`src/hdl/top_four_peak_finder_macros.svh`:
```
// assertion helpers for the asserting top-level file
`ifndef TOP_FOUR_PEAK_FINDER_MACROS_SVH
`define TOP_FOUR_PEAK_FINDER_MACROS_SVH

// same-cycle implication, held off during reset
`define TFP_ASSERT_IMP(label, clk, rst, ante, cons) \
  label: assert property (@(posedge clk) disable iff (rst) (ante) |-> (cons)) \
    else $error("peak finder check failed");

// next-cycle implication, held off during reset
`define TFP_ASSERT_NXT(label, clk, rst, ante, cons) \
  label: assert property (@(posedge clk) disable iff (rst) (ante) |=> (cons)) \
    else $error("peak finder check failed");

`endif

```
`src/hdl/tfp_pkg.sv`:
```
`default_nettype none
package tfp_pkg;

  localparam int SEP_W = 10;
  localparam int AMP_W = 16;
  localparam logic [SEP_W-1:0] SEP_RESET = 10'd8;

  localparam int DEF_MAX_SAMPLES = 1024;
  localparam int DEF_NUM_PEAKS = 4;

  // rank field keeps at least one bit
  function automatic int rank_width(input int n);
    return (n > 1) ? $clog2(n) : 1;
  endfunction

endpackage
`default_nettype wire

```
`src/hdl/tfp_loader.sv`:
```
`default_nettype none
module tfp_loader
  import tfp_pkg::*;
#(
  parameter int MAX_SAMPLES = DEF_MAX_SAMPLES
) (
  input  wire logic                               clk,
  input  wire logic                               rst,
  input  wire logic                               in_valid,
  output logic                                    in_ready,
  input  wire logic [AMP_W-1:0]                   in_sample,
  input  wire logic                               in_last,
  output logic                                    ram_we,
  output logic      [$clog2(MAX_SAMPLES):0]       ram_waddr,
  output logic      [AMP_W-1:0]                   ram_wdata,
  output logic                                    job_push,
  output logic                                    job_bank,
  output logic      [$clog2(MAX_SAMPLES):0]       job_count,
  input  wire logic                               job_full,
  input  wire logic                               release_valid,
  input  wire logic                               release_bank
);

  localparam int PW = $clog2(MAX_SAMPLES);
  localparam int CW = PW + 1;

  logic          wr_bank, wr_bank_next;
  logic [CW-1:0] count, count_next;
  logic [1:0]    busy, busy_next;
  logic          accept;
  logic          store;

  assign in_ready  = !busy[wr_bank] && !job_full;
  assign accept    = in_valid && in_ready;
  // beats past the end of the buffer are dropped but still count for the last mark
  assign store     = accept && (count < CW'(MAX_SAMPLES));
  assign ram_we    = store;
  assign ram_waddr = {wr_bank, count[PW-1:0]};
  assign ram_wdata = in_sample;
  assign job_push  = accept && in_last;
  assign job_bank  = wr_bank;
  assign job_count = store ? count + CW'(1) : count;

  always_comb begin
    wr_bank_next = wr_bank;
    count_next   = count;
    busy_next    = busy;
    if (release_valid) begin
      busy_next[release_bank] = 1'b0;
    end
    if (store) begin
      count_next = count + CW'(1);
    end
    if (job_push) begin
      busy_next[wr_bank] = 1'b1;
      wr_bank_next       = !wr_bank;
      count_next         = '0;
    end
  end

  always_ff @(posedge clk) begin
    if (rst) begin
      wr_bank <= 1'b0;
      count   <= '0;
      busy    <= '0;
    end else begin
      wr_bank <= wr_bank_next;
      count   <= count_next;
      busy    <= busy_next;
    end
  end

endmodule
`default_nettype wire

```
`config.mk`:
```
export PLATFORM = sky130hd
export DESIGN_NAME = tfp_loader
export DESIGN_NICKNAME = d
export VERILOG_FILES = /design/src/hdl/top_four_peak_finder_macros.svh /design/src/hdl/tfp_pkg.sv /design/src/hdl/tfp_loader.sv
export SDC_FILE = /design/constraint.sdc
export NUM_CORES = 1
export LEC_CHECK = 0
export ABC_CLOCK_PERIOD_IN_PS = 3250
export BUFFER_PORTS_ARGS = -buffer_cell sky130_fd_sc_hd__buf_2
export CORE_MARGIN = 2
export CORE_UTILIZATION = 44
export CTS_BUF_LIST = sky130_fd_sc_hd__clkbuf_8
export DETAILED_ROUTE_END_ITERATION = 7
export GPL_TIMING_DRIVEN = 0
export HOLD_SLACK_MARGIN = 0.06
export PLACE_DENSITY = 0.95
export SYNTH_ARGS = -nofsm -noshare
export SYNTH_HDL_FRONTEND = slang
export SYNTH_SLANG_ARGS = --single-unit
```
`constraint.sdc`:
```
create_clock -name clk -period 3.25 [get_ports clk]
set_input_delay 0.1625 -clock clk [delete_from_list [all_inputs] [get_ports clk]]
set_output_delay 0.1625 -clock clk [all_outputs]
set_load 0.03 [all_outputs]
```
==> results.md <==
* Outcome: complete, no violations
* CORE AREA at 0.00194 mm²
* Max cap viols at 0
* Area growth syn-to-layout at 37.0%
* Drt via density at 4.64
* Row cnt at 16
* Largest net degree at the start of global routing at 9
* Cts bufs inserted at 3
* Drc violations at 0
* Total Routed Length at 1860 µm
* CP startpoint kind: flip-flop
* CTS tree: yes
* Asr flop ratio synth at 0%
* Clk root buf: clkbuf_8
* First-pass GRT wire length at 3040 µm
* Initial Util at 45.7%
* Tmin final at 2.31 ns
* Unrepaired setup endpoints after global routing: no
* Rel. slew slack at 73.2%
* Worst Reg-to-Reg Cells at 4
* FF+latch count, synth at 14
* Area after DPL at 0.00116 mm²
* Cell area after layout at 0.00122 mm²
* Most common cell after layout, fill and taps aside: buf_2
* Worst EP arrival at 2.15 ns
* ANT nets after route at 0
* Placer Congestion at 0.813
* Clk_skew at 0.00405 ns
* Total track usage at 16.6%
* Leak at 0.668 nW
* Layout cell share with drive strength beyond 1 at 55.1%
* CP Max Fanout at 7
* Initial drt markers at 13
* Worst r2r src: job_bank
* CTS Buffer Depth at 2
* CP endpoint: job_count[9]
* Critical path data required time at 3.09 ns
* CP endpoint kind: output pin
* Final Cycle Share at 71.1%
* EDFF count, synth at 0
* Routed length per instance at 10.2 µm
* Vias in the first global route at 755
* Post-DP HPWL at 1470 µm
* Synth Flop Type: dfxtp_1
* IO Count at 65
* FMAX at 433 MHz
* Fin nets at 181
* CTS Hold Bufs at 0
* Setup violators final at 0
* Ys Warns at 0
* Vias at 849
* IO Port Bufs at 48
* Syn_nets at 128
* Final hold vios at 0
* Worst skew pair latency at 0.25 ns
* Worst reg2reg path endpoint: count[7]
* Sink Count at 14
* Die H at 48.9 µm
* Slew @ Worst Pin at 0.400 ns
* Diode count at 0
* Overall Power at 0.000445 W
* Post-cts sizing count at 0
* Final slew viol count at 0
* Mapped Area at 888 µm²
* Flop2flop setup slack at 1.40 ns
* Grt total ovfl at 0
* Synth Instances at 104
* Die ar. at 0.00239 mm²
* HP Class: input pin to flip-flop
* Clock-pin slew on the worst setup and hold paths at 0.06 ns
* Setup Fix Bufs, Post-CTS at 0
* Unique cell type count in the Yosys netlist at 27
* Synth Area per Inst at 8.54 µm²
* Initial antenna violation count at 0
* H-tree Lvls at 1
* Max IR drop VDD at 0.000189 V
* Crit path launch: job_bank
* Most frequent cells in the layout: buf_2, buf_4, dfxtp_1, nand2_1, and2_1
* Pwr Density at 366 mW/mm²
* Die Width at 48.9 µm
* Register area share after synthesis at 31.5%
* Setup TNS at 0 ns
* Layout Utilization at 62.7%
* Type of the worst setup path: flip-flop to output pin
* Pre-Repair DR Iteration Count at 5
metrics by stage:
step	hold slack [ns]	cells	setup WS, ns
final	0.113	183	0.940
after global routing	0.120	183	0.865
after CTS	0.107	183	0.928
after detailed placement	0.377	179	1.21
after global placement	0.381	179	1.23
after floorplan	0.232	104	1.12
cell type report:
class / instances / area (µm²)
sequential: 14 / 280
multi-input combinational: 60 / 394
tap: 27 / 33.8
timing repair buffer: 48 / 240
fill: 174 / 724
buffer: 27 / 203
inverter: 3 / 11.3
clock buffer: 4 / 55.1
cells by family after synthesis:
family	share of synthesized area [%]
mux	4.08
xor+xnor	6.90
fa+ha+maj	1.41
buf+inv	24.1
flops	31.5
simple gates	25.8
compound gates	6.20
registers in the layout, indices dropped and copies added, names as in the netlist:
name / flops
count: 11
busy: 2
job_bank: 1
metal layers:
layer | part of all wire (%) | up-vias | global-route usage [%]
met3 | 11 | 3 | 5.83
met1 | 38 | 367 | 16.4
met2 | 48 | 56 | 29.2
met5 | 0 | - | 0
met4 | 2.0 | 0 | 11.0
li1 | - | 423 | -
worst max-delay path: stages (launching register included):
cell and delay (ns):
dfxtp_1 0.48, mux2_4 0.37, or3_4 0.41, or3_1 0.38, nand2_1 0.07, buf_2 0.19
worst min path at each step:
stage,endpoint,slack [ns],from,cells past startpoint
after floorplan,busy[0],0.23,rst,1
after global placement,busy[0],0.38,rst,2
after detailed placement,job_bank,0.38,rst,2
after CTS,job_bank,0.11,rst,2
after global routing,job_bank,0.12,rst,2
final,job_bank,0.11,rst,2
Yosys cell counts, drive strengths merged, types with 3 or more instances:
| cell type | number | area share, % |
|---|---|---|
| a21oi | 4 | 2.3 |
| inv | 3 | 1.3 |
| buf | 27 | 23 |
| nand3 | 4 | 2.3 |
| nor2 | 4 | 1.7 |
| nand2 | 8 | 3.4 |
| dfxtp | 14 | 32 |
| xnor2 | 5 | 4.9 |
| o21ai | 4 | 2.3 |
| or3 | 4 | 3.4 |
| and2 | 8 | 5.6 |
power breakdown:
part / internal [W] / switching (W)
sequential: 0.000175 / 0.00000381
clock: 0.000107 / 0.0000645
combinational: 0.0000375 / 0.0000571
total: 0.000320 / 0.000125
Power figures use the tool's default switching activity.
