## src/hdl/top_four_peak_finder_macros.svh

```systemverilog
// assertion helpers for the asserting top-level file
`ifndef TOP_FOUR_PEAK_FINDER_MACROS_SVH
`define TOP_FOUR_PEAK_FINDER_MACROS_SVH

// same-cycle implication, held off during reset
`define TFP_ASSERT_IMP(label, clk, rst, ante, cons) \
  label: assert property (@(posedge clk) disable iff (rst) (ante) |-> (cons)) \
    else $error("peak finder check failed");

// next-cycle implication, held off during reset
`define TFP_ASSERT_NXT(label, clk, rst, ante, cons) \
  label: assert property (@(posedge clk) disable iff (rst) (ante) |=> (cons)) \
    else $error("peak finder check failed");

`endif

```

## src/hdl/tfp_pkg.sv

```systemverilog
`default_nettype none
package tfp_pkg;

  localparam int SEP_W = 10;
  localparam int AMP_W = 16;
  localparam logic [SEP_W-1:0] SEP_RESET = 10'd8;

  localparam int DEF_MAX_SAMPLES = 1024;
  localparam int DEF_NUM_PEAKS = 4;

  // rank field keeps at least one bit
  function automatic int rank_width(input int n);
    return (n > 1) ? $clog2(n) : 1;
  endfunction

endpackage
`default_nettype wire

```

## src/hdl/tfp_emitter.sv

```systemverilog
`default_nettype none
module tfp_emitter
  import tfp_pkg::*;
#(
  parameter int MAX_SAMPLES = DEF_MAX_SAMPLES,
  parameter int NUM_PEAKS   = DEF_NUM_PEAKS,
  parameter int OUT_W       = 32
) (
  input  wire logic                                          clk,
  input  wire logic                                          rst,
  input  wire logic                                          load,
  input  wire logic [NUM_PEAKS-1:0][$clog2(MAX_SAMPLES)-1:0] load_pos,
  input  wire logic [NUM_PEAKS-1:0][AMP_W-1:0]               load_amp,
  output logic                                               busy,
  output logic                                               out_valid,
  input  wire logic                                          out_ready,
  output logic      [OUT_W-1:0]                              out_data,
  output logic                                               out_last
);

  localparam int PW = $clog2(MAX_SAMPLES);
  localparam int RW = rank_width(NUM_PEAKS);

  logic [NUM_PEAKS-1:0][PW-1:0]    pos_buf;
  logic [NUM_PEAKS-1:0][AMP_W-1:0] amp_buf;
  logic [RW-1:0]                   rank;
  logic                            valid;

  assign busy      = valid;
  assign out_valid = valid;
  assign out_last  = (rank == RW'(NUM_PEAKS - 1));
  assign out_data  = OUT_W'({rank, amp_buf[rank], pos_buf[rank]});

  always_ff @(posedge clk) begin
    if (load) begin
      pos_buf <= load_pos;
      amp_buf <= load_amp;
    end
  end

  always_ff @(posedge clk) begin
    if (rst) begin
      valid <= 1'b0;
      rank  <= '0;
    end else if (load) begin
      valid <= 1'b1;
      rank  <= '0;
    end else if (valid && out_ready) begin
      if (out_last) begin
        valid <= 1'b0;
      end else begin
        rank <= rank + RW'(1);
      end
    end
  end

endmodule
`default_nettype wire

```

## config.mk

```make
export PLATFORM = sky130hd
export DESIGN_NAME = tfp_emitter
export DESIGN_NICKNAME = d
export VERILOG_FILES = /design/src/hdl/top_four_peak_finder_macros.svh /design/src/hdl/tfp_pkg.sv /design/src/hdl/tfp_emitter.sv
export SDC_FILE = /design/constraint.sdc
export NUM_CORES = 1
export LEC_CHECK = 0
export BUFFER_PORTS_ARGS = -buffer_cell sky130_fd_sc_hd__clkbuf_2
export CORE_ASPECT_RATIO = 2
export CORE_UTILIZATION = 53
export CTS_CLUSTER_SIZE = 40
export DETAILED_ROUTE_END_ITERATION = 8
export PLACE_DENSITY_LB_ADDON = 0.15
export SLEW_MARGIN = 20
export SYNTH_ARGS = -nofsm -noshare
export SYNTH_HDL_FRONTEND = slang
export SYNTH_SLANG_ARGS = --single-unit
```

## constraint.sdc

```tcl
create_clock -name clk -period 3.9 [get_ports clk]
set_input_delay 0.585 -clock clk [delete_from_list [all_inputs] [get_ports clk]]
set_output_delay 0.585 -clock clk [all_outputs]
set_load 0.02 [all_outputs]
```

==> out/qor.csv <==
stage,metric,value,unit
clock_tree,tritoncts.num_buffers,9,
route,post_route_wl,7050,µm
cells_and_area,post-route-cell-area,5020,µm²
placed_design,port-buffer-count,138,
yosys,post_synth_instance_area,4000,µm²
power,power_density,480,nW/µm²
clock_tree,cts_tree,done,
outcome,outcome,"complete, no violations",
cells_and_area,final_layout_size_suffix_gt1_frac,0.586,
critical_path,top_family_by_delay_on_critical_path,flip-flops,
route,detail-route-antenna-nets,0,
critical_path,critical_path.reg2reg.endpoint,rank[0],
placed_design,post-dp-hpwl,5100,µm
route,drt_pre_antenna_iters,4,
yosys,syn_inst,155,
floorplan,floorplan.initialDensity,0.550,
sta,total_negative_slack_for_setup_checks,0,ps
yosys,yosysSeqAreaShare,0.797,
critical_path,crit_chain,"buf_4, mux4_1, clkbuf_2",
cells_and_area,multi_input_comb_area,719,µm²
placed_design,placed_cell_area,4740,µm²
sta,timing.final.setup_violations,0,
sta,max_slew.worst_pin.slew,812,ps
clock_tree,post_cts_resize_count,0,
critical_path,cp_num_buf_inv,2,
critical_path,startpoint,rank[0],
clock_tree,cts_num_sinks,107,
job,cap_viol_max_count,0,
yosys,number_of_warnings_reported_in_the_yosys_synthesis_log,0,
worst_hold_path,hold-path-cell-count,1,
floorplan,fp-row-count,44,
global_routing,grt_start_max_net_pins,63,
cells_and_area,total_of_fill_cells_in_the_finished_design,521,
sta,fmax,0.365,GHz
global_routing,vias_in_the_first_global_route,2192,
critical_path,worst_ep_required_time,3310,ps
yosys,synth.ff_latch_count,107,
clock_tree,clock_path_buffers,2,
critical_path,timing.reg2reg.worst_path_depth,4,
floorplan,floorplan.io_pins,143,
sta,timing.slew.headroom,0.458,
critical_path,start_kind,register,
cells_and_area,finalNetCount,409,
critical_path,setup.worst_path.class,register to output pin,
critical_path,timing.reg2reg.setup_slack,1890,ps
cells_and_area,regArea,3180,µm²
critical_path,timing.critical_path.arrival,2160,ps
sta,final.setup_skew,0.589,ps
clock_tree,hold_buffers,0,
worst_hold_path,start_point_of_the_worst_min_delay_path,load_amp[36],
route,viasPerCell,5.22,
floorplan,die_width,63.4,µm
cells_and_area,area.growth.synth_to_final,25.8,%
yosys,synthesis.area_per_instance,25.8,µm²
clock_tree,insertion_delay,320,ps
critical_path,crit_path_max_incr_delay,730,ps
worst_hold_path,worstHoldPathType,input port to register,
clock_tree,cts.clk_slew.worst_paths,70,ps
route,first_drt_iteration_drcs,94,
critical_path,crit_path_max_fanout,21,
critical_path,cpMaxStageDelayCell,dfxtp_2,
sta,timing.final.max_slew_violations,0,
global_routing,grt_pass1_wl,10600,µm
cells_and_area,antenna-diode-count,0,
critical_path,worstSetupPathDepth,3,
floorplan,die_height,125,µm
critical_path,timing.rr.start,rank[1],
critical_path,worstSetupEndpointType,output pin,
power,static_power_due_to_leakage,1.99,nW
clock_tree,htree_num_levels,3,
placed_design,finalWeightedCongestion,0.721,
global_routing,grt_overflow,0,
cells_and_area,layout_commonest_cell,clkbuf_2,
route,avgRoutedWirePerCell,17.8,µm
yosys,yosys.cell_types.count,16,
sta,grt_setup_unrepaired,false,
clock_tree,cts_root_buffer,clkbuf_16,
route,routed-via-count,2066,
clock_tree,cts.repair_timing.setup_buffer_count,0,
sta,final-hold-violation-count,0,
cells_and_area,most_frequent_cells_in_the_layout,"137 x clkbuf_2, 104 x edfxtp_1, 18 x mux4_2",
floorplan,floorplan.core_area,7270,µm²
power,vdd_ir_drop_max,360,µV
sta,final.period_utilization,0.703,
critical_path,setup.worst_path.end,out_data[1],
sta,timing.final.crit_period,2740,ps
route,post-route-drc-count,0,
floorplan,dieArea,7910,µm²
global_routing,antenna_found_initial,0,
global_routing,grt.total_usage,0.189,
[area by class of cell]
| type | instances | share of cell area |
|---|---|---|
| clock buffer | 9 | 0.0448 |
| clock inverter | 6 | 0.0115 |
| multi-input combinational | 40 | 0.143 |
| sequential | 107 | 0.634 |
| tap | 92 | 0.0229 |
| timing repair buffer | 142 | 0.144 |
[power breakdown]
part	switching, mW	total, mW	internal (mW)
clock network	0.349	0.838	0.489
logic	0.0965	0.190	0.0937
registers	0.0256	1.39	1.36
[per-layer routing]
| metal | track usage | vias to the layer above | part of all wire |
|---|---|---|---|
| met5 | 0 | - | 0 |
| met4 | 0.0909 | 0 | 0.016 |
| met3 | 0.0540 | 8 | 0.071 |
| met2 | 0.339 | 103 | 0.57 |
| met1 | 0.194 | 1011 | 0.34 |
| li1 | - | 944 | - |
[sequential cells by signal, summed over array words and instances, names as in the netlist]
register  flops
amp_buf      64
pos_buf      40
rank          2
busy          1
[synthesized netlist by cell type]
cell      count  share of area
mux2_2        2         0.0056
ha_1          1         0.0031
o21ba_2       1         0.0025
buf_4         5         0.0094
edfxtp_1    104           0.78
dfxtp_1       3          0.015
nor3_1        1         0.0013
nor3b_1       3         0.0056
mux4_1        8          0.053
buf_12        2          0.010
mux4_2       18           0.10
and3b_1       1         0.0022
conb_1        1        0.00094
buf_2         3         0.0038
buf_6         1         0.0028
a21boi_0      1         0.0019
[metrics by stage]
step / setup WS, ps / power [mW] / hold slack, ps / util / std cells
6_report: 1160 / 2.41 / 429 / 0.691 / 396
5_1_grt: 1020 / 2.49 / 415 / 0.691 / 396
4_1_cts: 1070 / 2.44 / 417 / 0.691 / 396
3_5_place_dp: 1430 / 1.60 / 680 / 0.653 / 381
3_3_place_gp: 1440 / 1.59 / 665 / 0.653 / 381
2_1_floorplan: 1940 / 1.49 / 684 / - / 158
[worst min path at each step]
stage	end	slack, ps
2_1_floorplan	amp_buf[0]	680
3_3_place_gp	busy	660
3_5_place_dp	busy	680
4_1_cts	amp_buf[36]	420
5_1_grt	pos_buf[33]	410
6_report	amp_buf[36]	430
[worst register-to-register path: cells and delay by family, from the launching register on]
family / cells / cell delay, ps
adder cells (fa/ha/maj): 1 / 210
buffers and inverters: 1 / 350
flip-flops: 1 / 850
multiplexers: 1 / 270
AND/OR/NAND/NOR: 1 / 220
[cell families after synthesis]
logic type                 count (synthesis)  synth area share
muxes                                     28             0.160
buffers and inverters                     11            0.0260
and+or+nand+nor                            5           0.00908
DFF                                      107             0.797
AOI/OAI and AO/OA                          2           0.00439
adders and majority gates                  1           0.00313
other                                      1          0.000939
No activity file was read; power rests on OpenSTA's default activity.
