<file path="config.mk">
export PLATFORM = sky130hd
export DESIGN_NAME = tfp_scanner
export DESIGN_NICKNAME = d
export VERILOG_FILES = /design/src/hdl/top_four_peak_finder_macros.svh /design/src/hdl/tfp_pkg.sv /design/src/hdl/tfp_scanner.sv
export SDC_FILE = /design/constraint.sdc
export NUM_CORES = 1
export LEC_CHECK = 0
export CORE_ASPECT_RATIO = 1.75
export CORE_MARGIN = 2
export CORE_UTILIZATION = 60
export CTS_CLUSTER_SIZE = 12
export DETAILED_ROUTE_END_ITERATION = 16
export DONT_BUFFER_PORTS = 1
export HOLD_SLACK_MARGIN = 0.03
export PLACE_DENSITY = 0.76
export SYNTH_ARGS = -nofsm -noshare
export SYNTH_HDL_FRONTEND = slang
export SYNTH_SLANG_ARGS = --single-unit
</file>
<file path="constraint.sdc">
create_clock -name clk -period 8.2 [get_ports clk]
set_input_delay 0.82 -clock clk [delete_from_list [all_inputs] [get_ports clk]]
set_output_delay 0.82 -clock clk [all_outputs]
set_load 0.01 [all_outputs]
</file>
<file path="src/hdl/top_four_peak_finder_macros.svh">
// assertion helpers for the asserting top-level file
`ifndef TOP_FOUR_PEAK_FINDER_MACROS_SVH
`define TOP_FOUR_PEAK_FINDER_MACROS_SVH

// same-cycle implication, held off during reset
`define TFP_ASSERT_IMP(label, clk, rst, ante, cons) \
  label: assert property (@(posedge clk) disable iff (rst) (ante) |-> (cons)) \
    else $error("peak finder check failed");

// next-cycle implication, held off during reset
`define TFP_ASSERT_NXT(label, clk, rst, ante, cons) \
  label: assert property (@(posedge clk) disable iff (rst) (ante) |=> (cons)) \
    else $error("peak finder check failed");

`endif

</file>
<file path="src/hdl/tfp_pkg.sv">
`default_nettype none
package tfp_pkg;

  localparam int SEP_W = 10;
  localparam int AMP_W = 16;
  localparam logic [SEP_W-1:0] SEP_RESET = 10'd8;

  localparam int DEF_MAX_SAMPLES = 1024;
  localparam int DEF_NUM_PEAKS = 4;

  // rank field keeps at least one bit
  function automatic int rank_width(input int n);
    return (n > 1) ? $clog2(n) : 1;
  endfunction

endpackage
`default_nettype wire

</file>
<file path="src/hdl/tfp_scanner.sv">
`default_nettype none
module tfp_scanner
  import tfp_pkg::*;
#(
  parameter int MAX_SAMPLES = DEF_MAX_SAMPLES,
  parameter int NUM_PEAKS   = DEF_NUM_PEAKS
) (
  input  wire logic                                                clk,
  input  wire logic                                                rst,
  input  wire logic [SEP_W-1:0]                                    min_separation,
  input  wire logic                                                job_valid,
  input  wire logic                                                job_bank,
  input  wire logic [$clog2(MAX_SAMPLES):0]                        job_count,
  output logic                                                     job_pop,
  output logic      [$clog2(MAX_SAMPLES):0]                        ram_raddr,
  input  wire logic [AMP_W-1:0]                                    ram_rdata,
  output logic                                                     release_valid,
  output logic                                                     release_bank,
  input  wire logic                                                emit_busy,
  output logic                                                     emit_load,
  output logic      [NUM_PEAKS-1:0][$clog2(MAX_SAMPLES)-1:0]       list_pos,
  output logic      [NUM_PEAKS-1:0][AMP_W-1:0]                     list_amp
);

  localparam int PW = $clog2(MAX_SAMPLES);
  localparam int CW = PW + 1;
  localparam int SW = ((CW > SEP_W) ? CW : SEP_W) + 1;

  typedef enum logic [2:0] {
    S_IDLE,
    S_CUR,
    S_LOOK,
    S_INSERT,
    S_HAND
  } state_t;

  state_t                         state, state_next;
  logic                           bank, bank_next;
  logic [CW-1:0]                  count, count_next;
  logic [PW-1:0]                  cur, cur_next;
  logic [AMP_W-1:0]               cur_val, cur_val_next;
  logic [PW-1:0]                  k, k_next;
  logic [NUM_PEAKS-1:0][PW-1:0]   best_pos, best_pos_next;
  logic [NUM_PEAKS-1:0][AMP_W-1:0] best_amp, best_amp_next;

  logic [PW-1:0]                  rd_pos;
  logic                           rd_bank;
  logic [PW:0]                    k1;
  logic [SW-1:0]                  sep_ext;
  logic [SW-1:0]                  cnt_ext;
  logic [SW-1:0]                  cur_plus1;
  logic [SW-1:0]                  cur_end;
  logic [SW-1:0]                  k_plus1;
  logic [SW-1:0]                  k_end;
  logic [SW-1:0]                  jump_pos;
  logic [NUM_PEAKS-1:0]           hit;
  logic [NUM_PEAKS-1:0][PW-1:0]   ins_pos;
  logic [NUM_PEAKS-1:0][AMP_W-1:0] ins_amp;

  assign sep_ext   = SW'(min_separation);
  assign cnt_ext   = SW'(count);
  assign cur_plus1 = SW'(cur) + SW'(1);
  assign cur_end   = SW'(cur) + sep_ext;
  assign k_plus1   = SW'(k) + SW'(1);
  // window end if the sample at k takes over as the current one
  assign k_end     = SW'(k) + sep_ext;
  assign jump_pos  = cur_end + SW'(1);
  assign k1        = {1'b0, k} + (PW+1)'(1);

  assign ram_raddr     = {rd_bank, rd_pos};
  assign release_bank  = bank;
  assign list_pos      = best_pos;
  assign list_amp      = best_amp;

  // descending list: a hit run covers the tail from the insertion slot on
  always_comb begin
    for (int j = 0; j < NUM_PEAKS; j++) begin
      hit[j] = cur_val > best_amp[j];
    end
    for (int j = 0; j < NUM_PEAKS; j++) begin
      if (!hit[j]) begin
        ins_pos[j] = best_pos[j];
        ins_amp[j] = best_amp[j];
      end else if (j == 0) begin
        ins_pos[j] = cur;
        ins_amp[j] = cur_val;
      end else if (!hit[j-1]) begin
        ins_pos[j] = cur;
        ins_amp[j] = cur_val;
      end else begin
        ins_pos[j] = best_pos[j-1];
        ins_amp[j] = best_amp[j-1];
      end
    end
  end

  always_comb begin
    state_next    = state;
    bank_next     = bank;
    count_next    = count;
    cur_next      = cur;
    cur_val_next  = cur_val;
    k_next        = k;
    best_pos_next = best_pos;
    best_amp_next = best_amp;
    rd_pos        = k1[PW-1:0];
    rd_bank       = bank;
    job_pop       = 1'b0;
    release_valid = 1'b0;
    emit_load     = 1'b0;

    case (state)
      S_IDLE: begin
        rd_pos  = '0;
        rd_bank = job_bank;
        if (job_valid) begin
          job_pop       = 1'b1;
          bank_next     = job_bank;
          count_next    = job_count;
          cur_next      = '0;
          best_pos_next = '0;
          best_amp_next = '0;
          state_next    = S_CUR;
        end
      end
      S_CUR: begin
        cur_val_next = ram_rdata;
        rd_pos       = cur_plus1[PW-1:0];
        k_next       = cur_plus1[PW-1:0];
        if ((cur_plus1 >= cur_end) || (cur_plus1 >= cnt_ext)) begin
          state_next = S_INSERT;
        end else begin
          state_next = S_LOOK;
        end
      end
      S_LOOK: begin
        // read for k+1 goes out while the sample at k is compared
        k_next = k1[PW-1:0];
        if (ram_rdata > cur_val) begin
          cur_next     = k;
          cur_val_next = ram_rdata;
          if ((k_plus1 >= k_end) || (k_plus1 >= cnt_ext)) begin
            state_next = S_INSERT;
          end
        end else if ((k_plus1 >= cur_end) || (k_plus1 >= cnt_ext)) begin
          state_next = S_INSERT;
        end
      end
      S_INSERT: begin
        if (|hit) begin
          best_pos_next = ins_pos;
          best_amp_next = ins_amp;
          rd_pos        = jump_pos[PW-1:0];
          cur_next      = jump_pos[PW-1:0];
          state_next    = (jump_pos >= cnt_ext) ? S_HAND : S_CUR;
        end else begin
          rd_pos     = cur_plus1[PW-1:0];
          cur_next   = cur_plus1[PW-1:0];
          state_next = (cur_plus1 >= cnt_ext) ? S_HAND : S_CUR;
        end
      end
      S_HAND: begin
        if (!emit_busy) begin
          emit_load     = 1'b1;
          release_valid = 1'b1;
          state_next    = S_IDLE;
        end
      end
      default: begin
        state_next = S_IDLE;
      end
    endcase
  end

  always_ff @(posedge clk) begin
    if (rst) begin
      state <= S_IDLE;
    end else begin
      state <= state_next;
    end
    bank     <= bank_next;
    count    <= count_next;
    cur      <= cur_next;
    cur_val  <= cur_val_next;
    k        <= k_next;
    best_pos <= best_pos_next;
    best_amp <= best_amp_next;
  end

endmodule
`default_nettype wire

</file>
==> results.txt <==
* Die Area: approximately 20000 um2
* Cts hold-fix bufs: 0
- Routability-driven placement finished with a final weighted congestion of 0.955.
- CTS tree: built
* Post-detailed-route via-to-cell ratio: around 6.4
- Worst slew margin: 0.178
- The core region is approximately 19000 um2.
- Largest driver fanout on the critical path: 20
- For this run, design rule violations remaining after detail routing come to 0.
- Post-synthesis sequential area ratio: 0.402
- During synthesis, Yosys emitted a total of 0 warnings.
- Wires add up to 32400 um.
- Static leakage power: between 0.005 and 0.006 uW
- Before antenna repair, the detailed router went through 6 iterations.
- The die is about 190 um tall.
- Hold_ws: roughly 0.46 ns
- The critical path starts at cur_val[14].
* Number of vias after detailed routing: around 9000
- Cell count after synthesis: 1127
- Adding up every negative setup slack in the final design gives 0 ns.
- The worst hold path begins at rst.
- Root buffer cell: clkbuf_16
- In this run the cell area of the synthesized design comes to roughly 12000 um2.
- Initial Utilization: 0.607
- Maximum level of the CTS H-tree: 4
* Outcome: completed
* Placed insts: 1335
* TritonCTS Sinks: around 160
- STA classifies the critical path startpoint as a register.
* Count of maximum capacitance violations: 0
* Dominant register cell in the synthesized netlist: edfxtp_1
- Max Slew Vio Count: 0
- Clock skew on the completed layout was measured at about 0.016 ns.
- Setup slack on the worst reg-to-reg path comes out at 3.62 ns.
* Synthesized netlist net count: 1340
- Iteration-0 DRC count of the detailed router: around 640
- Slew at the pin closest to its max-slew limit: between 1 and 1.5 ns
- At the end of the flow, the number of nets in the layout was between 1000 and 1500.
- Endpoint of the most critical register-to-register path: state[0]
* Maximum root-to-sink buffer count: 2
* Ports: approximately 160
- Fraction of final layout cells with drive strength greater than 1: 0.0587
- Synth Register Bits: approximately 160
- Gates resized during post-CTS repair numbered 0.
* Number of cells on the worst reg-to-reg path: 16
- Buffers inserted during clock tree synthesis total 17.
* Number of failing setup endpoints in the final timing report: 0
- Path type of the worst setup path: reg2out
- The tightest min-delay check is of the in2reg type.
- Maximum operating frequency: 0.194 GHz
* Clock latency on the worst-skew pair: between 0.4 and 0.5 ns
- Counting instances, the worst hold path has a depth of 1.
- Crit share post-route: 0.627
* Required time at the worst-slack endpoint: 7.38 ns
- Setup repair after global routing left no endpoint under its margin.
- Total power divided by cell area: ~440 nW/um2
- The number of global-route vias before repair came to 9248.
- Once the clock tree was built, the setup fixing pass inserted 0 buffers.
- Relative to the synthesized area, the layout overhead comes to 7.55%.
- From left edge to right edge, the die measures 109 um.
- Post-synth EDFFs: 152
- The smallest clock period supported by the final layout is computed as roughly 5.1 ns.
- Global Route Usage Sum: 0.327
- Dividing the synthesized area by the synthesized cell count gives approximately 10 um2.
* Peak supply drop: approximately 0.26 mV
- The worst hold path terminates at state[1].
* Data arrival time of the worst path: ~4.3 ns
- Global-route wire length before repair: 49300 um
* Worst setup EP type: output pin
- In this run the remaining antenna-violating nets after routing total 0.
- Reg clk slew, reported paths: 0.06 ns
- R2r startpoint: k[0]
* Pin count of the biggest net entering global routing: 95
* Number of buffers inserted by port buffering: 0
* Average wire length per cell after detail routing: between 20 and 25 um
* Share of flip-flops with an asynchronous set or reset: 0
* Global route total overflow: 0
- Total power for the finished layout comes to roughly 5500 uW.
- Non-filler instance count after layout: ~1400
* Unique masters post-synth: 70
- HPWL after detailed placement: between 20000 and 30000 um
- Final hold vios: 0
- The floorplan has 67 rows.
- The number of antenna violations at the first check in global routing came to 1.
[where the power goes]
part	leakage, uW	switching (uW)	internal (uW)
registers	0.00151	419	1230
logic	0.00351	1830	1150
clock network	0.000299	329	511
total	0.00532	2570	2890
[state kept, by name, indices dropped and copies added (netlist names)]
name	flops
release_bank	1
count	11
cur	10
list_pos	40
k	10
state	3
cur_val	16
list_amp	64
[synthesized netlist by cell type, types with 6 or more instances]
library cell / count / area [um2]
and3_1: 11 / 68.8
a21o_1: 12 / 90.1
nand2_1: 48 / 180
mux2i_1: 86 / 861
nand2b_1: 9 / 56.3
nor3_1: 14 / 70.1
nor2b_1: 14 / 87.6
a21oi_1: 74 / 370
nor2_1: 130 / 488
a211oi_1: 8 / 60.1
inv_1: 117 / 439
nor4_1: 8 / 50.1
and2_1: 6 / 37.5
xor2_1: 14 / 123
o21ai_0: 33 / 165
edfxtp_1: 152 / 4560
o21bai_1: 6 / 45.0
clkbuf_1: 25 / 93.8
o21a_1: 7 / 52.6
xnor2_1: 27 / 236
nand3_1: 28 / 140
buf_2: 10 / 50.1
nand4_1: 26 / 163
o211ai_1: 7 / 52.6
ha_1: 169 / 2110
[worst max-delay path, stage by stage (launching register included)]
cell and delay (ns):
edfxtp_1 0.51, ha_1 0.37, nand4_1 0.33, nor4_1 0.60, a21oi_4 0.18, buf_4 0.30, or4_4 0.68, and2_1 0.27
o311ai_0 0.63
[placed cells by master (no fill, tap or decap), types with 4 or more instances in the layout]
| cell type | instances |
|---|---|
| buf_4 | 7 |
| and3_1 | 11 |
| o211ai_1 | 7 |
| o21a_1 | 7 |
| a21oi_2 | 6 |
| xor2_1 | 14 |
| a21oi_1 | 66 |
| xnor2_1 | 27 |
| clkbuf_16 | 17 |
| nor3_1 | 14 |
| bufinv_16 | 4 |
| nor4_1 | 8 |
| nor2b_1 | 14 |
| a2111oi_0 | 4 |
| or2_1 | 4 |
| nor2_1 | 130 |
| and2_1 | 6 |
| ha_1 | 169 |
| nand3_1 | 28 |
| mux2i_1 | 86 |
| a21boi_0 | 4 |
| inv_1 | 117 |
| o21ai_0 | 33 |
| nand2b_1 | 9 |
| edfxtp_1 | 152 |
| nand4_1 | 26 |
| nand2_1 | 47 |
| a21o_1 | 12 |
| o21ai_1 | 4 |
| o21bai_1 | 6 |
| a211oi_1 | 8 |
| a21oi_4 | 6 |
| inv_6 | 4 |
[kinds of logic after synthesis]
family | Yosys count | share of synthesized area
AND/OR/NAND/NOR | 315 | 0.133
XOR/XNOR | 41 | 0.0312
buffers and inverters | 157 | 0.0544
flip-flops | 155 | 0.402
AO/OA/AOI/OAI | 200 | 0.115
multiplexers | 88 | 0.0768
adder cells (fa/ha/maj) | 171 | 0.187
[how the worst max path moves through the flow]
stage / end / slack (ns) / cells after the start
floorplan: state[0] / 4.11 / 14
global placement: ram_raddr[8] / 3.69 / 9
detailed placement: ram_raddr[8] / 3.55 / 9
CTS: ram_raddr[8] / 3.08 / 9
global route: ram_raddr[8] / 2.94 / 8
finish: ram_raddr[8] / 3.06 / 8
[cell type report]
| class | count | area [um2] |
|---|---|---|
| clock inverters | 13 | 186 |
| flip-flops and latches | 155 | 4620 |
| diodes | 1 | 2.50 |
| inverters | 117 | 439 |
| clock buffers | 18 | 429 |
| multi-input cells | 815 | 6330 |
| well taps | 241 | 302 |
| repair buffers | 7 | 52.6 |
| fillers | 1569 | 6580 |
[stage by stage]
stage	util	worst slack, ns	cell area (um2)
2_1_floorplan	-	4.11	11500
3_3_place_gp	0.620	3.69	11800
3_5_place_dp	0.620	3.55	11800
4_1_cts	0.653	3.08	12400
5_1_grt	0.653	2.94	12400
6_report	0.653	3.06	12400
[routing by layer]
metal / part of all wire / track usage / vias to the layer above
met1: 0.30 / 0.286 / 4172
met4: 0.10 / 0.281 / 0
met5: 0 / 0 / -
li1: - / - / 4078
met2: 0.53 / 0.596 / 358
met3: 0.068 / 0.0749 / 160
(Power assumes the default switching activity.)
