## src/hdl/top_four_peak_finder_macros.svh

```systemverilog
// assertion helpers for the asserting top-level file
`ifndef TOP_FOUR_PEAK_FINDER_MACROS_SVH
`define TOP_FOUR_PEAK_FINDER_MACROS_SVH

// same-cycle implication, held off during reset
`define TFP_ASSERT_IMP(label, clk, rst, ante, cons) \
  label: assert property (@(posedge clk) disable iff (rst) (ante) |-> (cons)) \
    else $error("peak finder check failed");

// next-cycle implication, held off during reset
`define TFP_ASSERT_NXT(label, clk, rst, ante, cons) \
  label: assert property (@(posedge clk) disable iff (rst) (ante) |=> (cons)) \
    else $error("peak finder check failed");

`endif

```

## src/hdl/tfp_job_fifo.sv

```systemverilog
`default_nettype none
module tfp_job_fifo #(
  parameter int WIDTH = 12
) (
  input  wire logic             clk,
  input  wire logic             rst,
  input  wire logic             push,
  input  wire logic [WIDTH-1:0] din,
  output logic                  full,
  input  wire logic             pop,
  output logic      [WIDTH-1:0] dout,
  output logic                  valid
);

  logic [WIDTH-1:0] mem [2];
  logic             wr_ptr;
  logic             rd_ptr;
  logic [1:0]       fill;
  logic             do_push;
  logic             do_pop;

  assign full    = (fill == 2'd2);
  assign valid   = (fill != 2'd0);
  assign dout    = mem[rd_ptr];
  assign do_push = push && !full;
  assign do_pop  = pop && valid;

  always_ff @(posedge clk) begin
    if (do_push) begin
      mem[wr_ptr] <= din;
    end
  end

  always_ff @(posedge clk) begin
    if (rst) begin
      wr_ptr <= 1'b0;
      rd_ptr <= 1'b0;
      fill   <= '0;
    end else begin
      if (do_push) begin
        wr_ptr <= !wr_ptr;
      end
      if (do_pop) begin
        rd_ptr <= !rd_ptr;
      end
      fill <= fill + {1'b0, do_push} - {1'b0, do_pop};
    end
  end

endmodule
`default_nettype wire

```

## config.mk

```make
export PLATFORM = sky130hd
export DESIGN_NAME = tfp_job_fifo
export DESIGN_NICKNAME = d
export VERILOG_FILES = /design/src/hdl/top_four_peak_finder_macros.svh /design/src/hdl/tfp_job_fifo.sv
export SDC_FILE = /design/constraint.sdc
export NUM_CORES = 1
export LEC_CHECK = 0
export BUFFER_PORTS_ARGS = -buffer_cell sky130_fd_sc_hd__buf_4
export CAP_MARGIN = 10
export CORE_ASPECT_RATIO = 2
export CORE_MARGIN = 8
export CORE_UTILIZATION = 40
export DETAILED_ROUTE_END_ITERATION = 10
export SLEW_MARGIN = 20
export SYNTH_ARGS = -nofsm -noshare
export SYNTH_HDL_FRONTEND = slang
export SYNTH_SLANG_ARGS = --single-unit
```

## constraint.sdc

```tcl
create_clock -name clk -period 2.1 [get_ports clk]
set_clock_uncertainty 0.05 [all_clocks]
set_input_delay 0.105 -clock clk [delete_from_list [all_inputs] [get_ports clk]]
set_output_delay 0.105 -clock clk [all_outputs]
set_load 0.01 [all_outputs]
```

==> out/qor.yml, run 1 <==
run_status:
  status: "finished clean"
timing:
  max_freq_mhz: 598.4
  setup_viol: 0
  final_hold_viol_count: 0
  fin_crit_ns: 1.671
  hold_slack_ns: 0.1639
  period_share: 0.7957
  fin_setup_tns_ns: 0
  final_max_slew_viol_count: 0
  maxSlewHeadroom: 0.6426
  worst_pin_slew_ns: 0.5353
  grt_setup_unrepaired: "no"
grt:
  grt_max_degree: 13
  grtUsageTotal: 0.09686
  antenna_found_initial: 0
  grt_pass1_wl_um: 3325
  grt_pass1_vias: 753
  grt_overflow: 0
synthesis:
  ys_types: 20
  yosysWarnings: 0
  avgSynthCellArea_um2: 17.40
  synth.cell_area_um2: 1096
  synth_nets: 81
  syn_inst: 63
  yosysSeqAreaShare: 0.7489
  ys_ff_latch: 29
min_path:
  whs_endpoint: "wr_ptr"
  min_path_type: "input port to flip-flop"
  min-delay-start: "push"
  hold_path_depth: 4
worst_setup_path:
  worstSetupStartpointType: "flip-flop"
  arrival_ns: 1.54
  critical_path_buf_inv_count: 2
  crit_type: "flip-flop to flip-flop"
  critPathMaxStageDelay_ns: 0.38
  reg2reg_slack_ns: 0.43
  cp.required_ns: 1.97
  critPathMaxFanout: 12
  cp_slowest_cell: "dfxtp_1"
  crit_family: "simple AND/OR/NAND/NOR gates"
  r2r_start: "fill[0]"
  crit_path_end_kind: "flip-flop"
  cp_cell_sequence: "nand2b_2 > inv_2 > or3_1 > inv_1"
  ff2ff_path_depth: 4
  r2r_end: "mem[0][8]"
floorplan:
  start_util: 0.4107
  fp.dieW_um: 53.02
  core_area_um2: 2669
  row_count: 27
  io-pin-count: 30
  die_area_um2: 4773
  die_y_um: 90.03
final_layout:
  diodes: 0
  n_fill_cell: 206
  nNetsFinal: 129
  area_growth_syn_to_layout_pct: 42.81
  drive_above_1_share: 0.3750
pwr:
  power_switching_w: 0.0004501
  p_per_area_nw_per_um2: 1087
  clkPwrFrac: 0.265
  ir_drop_mv: 0.7694
  p_int_w: 0.001251
  p_leak_nw: 0.6358
  power_switching_share: 0.2646
  comb_power_share: 0.272
  pwr-share-seq: 0.462
clock_network:
  clkTransAtPathRegs_ns: 0.06
  numCtsBuffers: 5
  cts_max_path_buffers: 2
  cts_tree: "done"
  clock_latency_ns: 0.27
  numClockSinks: 29
  htree_levels: 2
  cts-root-buf: "clkbuf_8"
routing:
  ant_nets: 0
  drtPass1Iterations: 3
  routed_wl_um: 1978
  vias: 648
  dr.first_iter.drc_count: 2
  wl_per_cell_um: 14.03
  drc: 0
  vias_per_cell: 4.596
placement:
  place_congestion: 0.7233
  dp_hpwl_um: 1431
  io_buffer_count: 29
job:
  drv_cap: 0
-- kinds of logic after synthesis --
| kind of cell | Yosys count | share of synthesized area |
|---|---|---|
| AO/OA/AOI/OAI | 3 | 0.01712 |
| adder cells (fa/ha/maj) | 2 | 0.02283 |
| multiplexers | 12 | 0.1233 |
| XOR/XNOR | 3 | 0.02398 |
| flip-flops | 29 | 0.7489 |
| AND/OR/NAND/NOR | 9 | 0.04567 |
| buffers and inverters | 5 | 0.01826 |
-- per-stage QoR --
step	std cells	instance area (um2)	utilization	setup WS [ns]	total power [W]
CTS	141	1565	0.5865	0.4081	0.001725
finish	141	1565	0.5865	0.4289	0.001701
detailed placement	120	1345	0.5040	0.4181	0.001251
global route	141	1565	0.5865	0.3183	0.001811
floorplan	63	1096	-	0.5897	0.001040
global placement	120	1345	0.5040	0.4893	0.001227
-- worst max-delay path by stage --
stage | endpoint | slack (ns) | start | cells after the start
2_1_floorplan | fill[1] | 0.59 | fill[1] | 7
3_3_place_gp | mem[0][8] | 0.49 | fill[0] | 4
3_5_place_dp | mem[0][9] | 0.42 | fill[0] | 4
4_1_cts | mem[0][1] | 0.41 | fill[0] | 4
5_1_grt | mem[0][9] | 0.32 | fill[0] | 4
6_report | mem[0][8] | 0.43 | fill[0] | 4
-- cell type report --
| class | instances | area [um2] | area share |
|---|---|---|---|
| Clock buffer | 8 | 90.09 | 0.05755 |
| Inverter | 4 | 15.01 | 0.009592 |
| Multi-Input combinational cell | 29 | 255.2 | 0.1631 |
| Sequential cell | 29 | 820.8 | 0.5244 |
| Tap cell | 29 | 36.28 | 0.02318 |
| Timing Repair Buffer | 42 | 347.8 | 0.2222 |
-- repair_timing --
action	in CTS	in global routing
hold buffers	13	0
endpoints found under the setup margin	0	0
endpoints found under the hold margin	29	0
setup buffers	0	0
gates resized for setup	0	0
-- cells in the final DEF (no fill, tap or decap) --
cell type,synthesis,routed
edfxtp_1,24,24
or3_1,1,1
o21ai_0,1,1
clkbuf_8,0,6
inv_1,3,3
o21a_2,1,1
nor2b_1,1,1
xor2_1,1,1
ha_1,2,2
dlygate4sd3_1,0,13
nand2b_2,1,1
or2_2,1,1
mux2_1,10,10
and3_2,1,1
nor2_1,3,3
a21oi_1,1,1
buf_4,0,29
xnor2_1,2,2
dfxtp_1,5,5
mux2_2,2,2
inv_2,1,1
clkbuf_1,0,2
nand2_1,1,1
-- power by group through the flow --
stage	Sequential, W	Combinational [W]	Clock (W)
after floorplan	0.000760	0.000280	0
after global placement	0.000790	0.000437	0
after detailed placement	0.000800	0.000451	0
after CTS	0.000787	0.000473	0.000464
after global routing	0.000797	0.000517	0.000498
final	0.000786	0.000464	0.000452
-- synth_stat cells --
cell | n | area (um2)
edfxtp_1 | 24 | 720.7
mux2_1 | 10 | 112.6
dfxtp_1 | 5 | 100.1
inv_1 | 3 | 11.26
nor2_1 | 3 | 11.26
ha_1 | 2 | 25.02
mux2_2 | 2 | 22.52
xnor2_1 | 2 | 17.52
a21oi_1 | 1 | 5.000
and3_2 | 1 | 7.510
buf_2 | 1 | 5.000
inv_2 | 1 | 3.750
nand2_1 | 1 | 3.750
nand2b_2 | 1 | 8.760
nor2b_1 | 1 | 6.260
o21a_2 | 1 | 8.760
o21ai_0 | 1 | 5.000
or2_2 | 1 | 6.260
or3_1 | 1 | 6.260
xor2_1 | 1 | 8.760
-- tightest hold or removal path, delay by kind of cell --
kind                   cells  cell delay (ns)
buffers and inverters      2             0.13
AO/OA/AOI/OAI              2             0.20
-- per-layer routing --
metal	vias up	global-route usage	wire length, um
li1	324	-	-
met1	290	0.08190	684
met2	28	0.1486	992
met3	6	0.07591	246
met4	0	0.05870	54
met5	-	0	0
-- state kept, by name, summed over array words and instances (netlist names), named ones only --
register / count
fill: 2
rd_ptr: 1
mem: 24
wr_ptr: 1
No activity file was read; power rests on OpenSTA's default activity.
==> run 2: changes to the inputs <==
Settings changed: PLACE_DENSITY from default to 0.66.
Clock period 2.1 ns to 1.5 ns, I/O delays scaled along.
==> run 2 against run 1 <==
The flow now finishes with violations (negative setup slack). Power rose by 47%. Critical path depth rose by 4. Hold slack gained 0.0013 ns. Fmax grew 10%. Worst setup slack got worse by 0.45 ns. Combinational power increased by 85%. Flip-flop and latch count unchanged. Clock power grew 28%. Design area up 4.9%. Critical path type unchanged.
==> out/qor.yml, run 2 (synthesis gave the netlist of run 1 again) <==
final_layout:
  largest_reg_flops: 24
  stdcell_count: 145
  drive_above_1_share: 0.4569
  area_growth_syn_to_layout_pct: 49.77
  top_regs: "mem (24), fill (2)"
  final_cell_mix: "buf_4 (33), edfxtp_1 (24), dlygate4sd3_1 (13), mux2_1 (10), clkbuf_8 (5)"
  n_fill_cell: 202
  nNetsFinal: 133
  diodes: 0
  regMostFlops: "mem"
  final_core_util: 0.6151
  final_common_cell: "buf_4"
worst_setup_path:
  cp-startpoint: "fill[0]"
  endpoint: "fill[1]"
  arrival_ns: 1.63
  r2r_end: "fill[1]"
  worstSetupStartpointType: "flip-flop"
  crit_path_end_kind: "flip-flop"
  ff2ff_path_depth: 8
  r2r_start: "fill[0]"
  crit_type: "flip-flop to flip-flop"
  cp.required_ns: 1.61
  critPathMaxFanout: 3
  reg2reg_slack_ns: -0.02
floorplan:
  start_util: 0.4107
  die_y_um: 90.03
  io-pin-count: 30
  fp.dieW_um: 53.02
  row_count: 27
  die_area_um2: 4773
  core_area_um2: 2669
pwr:
  p_leak_nw: 0.6536
  pwr-share-seq: 0.426
  power_switching_w: 0.0006918
  power_switching_share: 0.2769
  fin_total_pwr_w: 0.002498
  p_per_area_nw_per_um2: 1522
  ir_drop_mv: 1.228
  p_int_w: 0.001807
  comb_power_share: 0.343
  clkPwrFrac: 0.231
routing:
  drc: 0
  routed_wl_um: 2070
  ant_nets: 0
  wl_per_cell_um: 14.28
  dr.first_iter.drc_count: 3
  vias: 671
  vias_per_cell: 4.628
  drtPass1Iterations: 2
placement:
  place_congestion: 0.6899
  dpl.cell_count: 124
  io_buffer_count: 29
clock_network:
  numClockSinks: 29
  clkTransAtPathRegs_ns: 0.06
  cts_max_path_buffers: 2
  htree_levels: 2
  numCtsBuffers: 5
  clock_latency_ns: 0.27
  cts-root-buf: "clkbuf_8"
  cts_tree: "done"
timing:
  fin_setup_tns_ns: -0.01924
  grt_setup_unrepaired: "yes"
  period_share: 1.013
  maxSlewHeadroom: 0.8021
  worst_pin_slew_ns: 0.2969
  final_hold_viol_count: 0
  setup_viol: 1
  final_max_slew_viol_count: 0
  max_freq_mhz: 658.2
  fin_crit_ns: 1.519
  hold_slack_ns: 0.1652
  layout_setup_ws_ns: -0.01924
grt:
  grt_overflow: 0
  grtUsageTotal: 0.09160
  grt_pass1_wl_um: 3236
  antenna_found_initial: 0
  grt_max_degree: 13
  grt_pass1_vias: 748
run_status:
  violations: "negative setup slack"
  status: "finished with violations"
min_path:
  min_path_type: "input port to flip-flop"
job:
  drv_cap: 0
==> run 2: cell types whose count changed in the layout (fill, tap and decap cells not counted), sizes merged <==
cell    before  now
buf         29   33
clkbuf       8    7
clkinv       0    1
==> run 2: worst max-delay path, stage by stage, from the launching register on <==
cell and delay [ns]:
dfxtp_2 0.35, nand2b_4 0.16, nand2_4 0.06, ha_4 0.26, inv_2 0.04, ha_4 0.15, xor2_2 0.14, xnor2_1 0.15
nor2_1 0.05
==> run 2: repair_timing <==
action	4_1_cts	5_1_grt
hold buffers	13	0
pin swaps	5	6
endpoints found under the setup margin	13	13
buffers inserted	0	0
hold endpoints to repair	29	0
resized for setup	8	4
==> run 2: worst min-delay path by stage <==
stage,startpoint,end,slack (ns),cells after the start
5_1_grt,push,wr_ptr,0.17,4
3_5_place_dp,din[1],mem[1][1],0.21,1
4_1_cts,push,wr_ptr,0.14,4
6_report,push,wr_ptr,0.17,4
2_1_floorplan,rst,wr_ptr,0.09,1
3_3_place_gp,din[9],mem[0][9],0.21,1
==> run 2: final cells by class <==
class / instances / area [um2] / share of cell area
flip-flops and latches: 29 / 823.3 / 0.5015
repair buffers: 46 / 377.9 / 0.2302
multi-input cells: 29 / 306.5 / 0.1867
clock buffers: 7 / 76.32 / 0.04649
well taps: 29 / 36.28 / 0.02210
inverters: 4 / 17.52 / 0.01067
clock inverters: 1 / 3.754 / 0.002287
==> run 2: power by group through the flow <==
| stage | registers (W) | logic (W) | clock network, W |
|---|---|---|---|
| 6_report | 0.00106 | 0.000857 | 0.000577 |
| 3_3_place_gp | 0.00106 | 0.000708 | 0 |
| 5_1_grt | 0.00108 | 0.000934 | 0.000631 |
| 4_1_cts | 0.00106 | 0.000836 | 0.000593 |
| 3_5_place_dp | 0.00107 | 0.000742 | 0 |
| 2_1_floorplan | 0.00106 | 0.000393 | 0 |
==> run 2: metal layers <==
layer  part of all wire  up-vias  global-route usage
met2               0.51       27              0.1378
met5                  0        -                   0
met3               0.11        4             0.06931
met1               0.36      311             0.08638
li1                   -      329                   -
met4              0.017        0             0.04565
==> run 2: metrics by stage <==
stage	cell area, um2	setup WS, ns
floorplan	1096	0.006114
global placement	1375	0.01762
detailed placement	1375	-0.07612
CTS	1620	-0.05328
global route	1642	-0.09483
finish	1642	-0.01924
==> run 3: changes to the inputs <==
Settings changed: ABC_AREA from default to 1, SETUP_SLACK_MARGIN from default to 0.2.
==> run 3 against run 2 <==
The flow now finishes without violations. Critical path depth increased by 2. Via count increased by 15%. Synthesized cell count increased by 19%. Critical path type unchanged. Clock-buffer cell count unchanged. Combinational power increased by 47%. Core utilization increased by 6.4 points. Highest routed layer unchanged. Global-route usage increased by 2.0 points. Largest power group is now combinational logic. Fmax increased by 2.5%. Cell count increased by 11%.
==> out/qor.yml, run 3 <==
timing:
  period_share: 0.9877
  setup_viol: 0
  layout_setup_ws_ns: 0.01838
  fin_setup_tns_ns: 0
  fin_crit_ns: 1.482
  max_freq_mhz: 674.9
  final_max_slew_viol_count: 0
  maxSlewHeadroom: 0.8910
  worst_pin_slew_ns: 0.1635
  grt_setup_unrepaired: "yes"
  final_hold_viol_count: 0
synthesis:
  synth_nets: 93
  ys_ff_latch: 29
  synth_most_common_cell: "edfxtp_1"
  yosysWarnings: 0
  synth_top_area_share: 0.6254
  yosysSeqAreaShare: 0.7123
  synthTopCellsByArea: "edfxtp_1 (63%), mux2_4 (13%), dfxtp_1 (8.7%)"
  synth_common_cells: "edfxtp_1 (24), mux2_4 (10), inv_1 (9), nor2_1 (9), nand2_1 (8)"
  synth.cell_area_um2: 1152
  avgSynthCellArea_um2: 15.36
  synth_largest_area_cell: "edfxtp_1"
  synth_edf_count: 24
  syn_inst: 75
  async_reset_ff_frac: 0
  ys_types: 11
  synth-main-ff-cell: "edfxtp_1"
floorplan:
  start_util: 0.4211
  die_y_um: 91.91
  die_area_um2: 4959
  core_area_um2: 2736
  io-pin-count: 30
  fp.dieW_um: 53.96
  row_count: 27
routing:
  wl_per_cell_um: 15.71
  vias: 770
  dr.first_iter.drc_count: 7
  ant_nets: 0
  drtPass1Iterations: 3
  routed_wl_um: 2529
  drc: 0
  vias_per_cell: 4.783
worst_setup_path:
  crit_type: "flip-flop to flip-flop"
  arrival_ns: 1.60
  r2r_end: "fill[1]"
  cp.required_ns: 1.62
  cp-startpoint: "fill[0]"
  r2r_start: "fill[0]"
  reg2reg_slack_ns: 0.02
  ff2ff_path_depth: 10
  critPathMaxFanout: 3
  worstSetupStartpointType: "flip-flop"
  crit_path_end_kind: "flip-flop"
grt:
  grtUsageTotal: 0.1111
  grt_overflow: 0
  grt_pass1_wl_um: 3946
  grt_max_degree: 13
  antenna_found_initial: 0
  grt_pass1_vias: 869
placement:
  place_congestion: 0.6475
  io_buffer_count: 29
  place_ws_ns: -0.02259
  dp_hpwl_um: 1600
  dpl_cell_area_um2: 1444
clock_network:
  clkTransAtPathRegs_ns: 0.06
  htree_levels: 2
  clock_latency_ns: 0.27
  numClockSinks: 29
  cts_max_path_buffers: 2
  numCtsBuffers: 5
  cts-root-buf: "clkbuf_8"
  cts_tree: "done"
min_path:
  min-delay-start: "pop"
  min_path_type: "input port to flip-flop"
  hold_path_depth: 4
pwr:
  ir_drop_mv: 1.130
  clkPwrFrac: 0.196
  pwr-share-seq: 0.381
  power_switching_w: 0.0008960
  comb_power_share: 0.423
  p_int_w: 0.002093
  p_per_area_nw_per_um2: 1608
  power_switching_share: 0.2998
  p_leak_nw: 0.7777
final_layout:
  final_common_cell: "edfxtp_1"
  area_growth_syn_to_layout_pct: 61.35
  drive_above_1_share: 0.5606
  diodes: 0
  regMostFlops: "mem"
  design_area_um2: 1859
  top_regs: "mem (24), fill (2)"
  final_cell_mix: "edfxtp_1 (24), buf_4 (20), dlygate4sd3_1 (13), buf_6 (13), mux2_4 (12)"
  largest_reg_flops: 24
  nNetsFinal: 149
run_status:
  status: "finished clean"
job:
  drv_cap: 0
## run 3: cell types whose count changed after synthesis, moves of 3 or more
cell	change
mux2_4	+10
mux2_1	-10
nor2_1	+6
nand3_1	+3
inv_1	+6
nand2_1	+7
## run 3: worst max path at each step
stage / endpoint / slack (ns) / depth (start not counted)
finish: fill[1] / 0.02 / 10
global route: fill[1] / -0.02 / 9
CTS: fill[1] / 0.08 / 10
detailed placement: fill[1] / -0.02 / 9
global placement: fill[1] / 0.07 / 9
floorplan: fill[1] / 0.12 / 10
## run 3: per-layer routing
metal  share of wire  global-route usage
met1            0.34             0.09891
met2            0.57              0.1965
met3           0.072             0.04531
met4           0.023             0.05720
met5               0                   0
## run 3: layout make-up
type / count / area, um2
fillers: 189 / 877.1
flip-flops and latches: 29 / 832.0
repair buffers: 50 / 509.2
multi-input cells: 36 / 367.9
clock buffers: 7 / 76.32
well taps: 29 / 36.28
inverters: 9 / 33.78
clock inverters: 1 / 3.754
## run 3: power by group through the flow
stage               clock, W  combinational (W)  sequential, W
floorplan                  0           0.000538        0.00110
global placement           0           0.000837        0.00110
detailed placement         0           0.000864        0.00111
CTS                 0.000610            0.00120        0.00114
global route        0.000649            0.00136        0.00115
finish              0.000585            0.00126        0.00114
## run 3: repair_timing
action,4_1_cts,5_1_grt
resized for setup,33,6
pin swaps,6,1
buffers inserted,3,0
endpoints found under the hold margin,25,0
gates cloned,1,1
endpoints found under the setup margin,14,26
hold buffers,13,0
## run 3: cells by family (layout without fill, tap and decap cells)
kind of cell | after synthesis | after routing | synth area share
AND/OR/NAND/NOR | 20 | 20 | 0.06840
multiplexers | 12 | 12 | 0.1498
flip-flops | 29 | 29 | 0.7123
buffers and inverters | 10 | 67 | 0.03909
AO/OA/AOI/OAI | 2 | 2 | 0.008687
adder cells (fa/ha/maj) | 2 | 2 | 0.02171
## run 3: per-stage QoR
step,instances,hold WS (ns),total power [W],util
6_report,161,0.05419,0.002989,0.6795
2_1_floorplan,75,0.08880,0.001637,-
5_1_grt,161,0.06188,0.003162,0.6795
3_5_place_dp,135,0.1968,0.001973,0.5277
4_1_cts,160,0.04362,0.002947,0.6644
3_3_place_gp,135,0.1868,0.001934,0.5277
## run 3: critical path, cell delays in order, from the launching register on
cell	delay [ns]
dfxtp_4	0.37
inv_2	0.06
nand2_4	0.08
nand2_4	0.06
ha_4	0.25
inv_2	0.04
ha_4	0.15
inv_2	0.05
nand2_2	0.06
a21oi_2	0.15
nor2_1	0.06
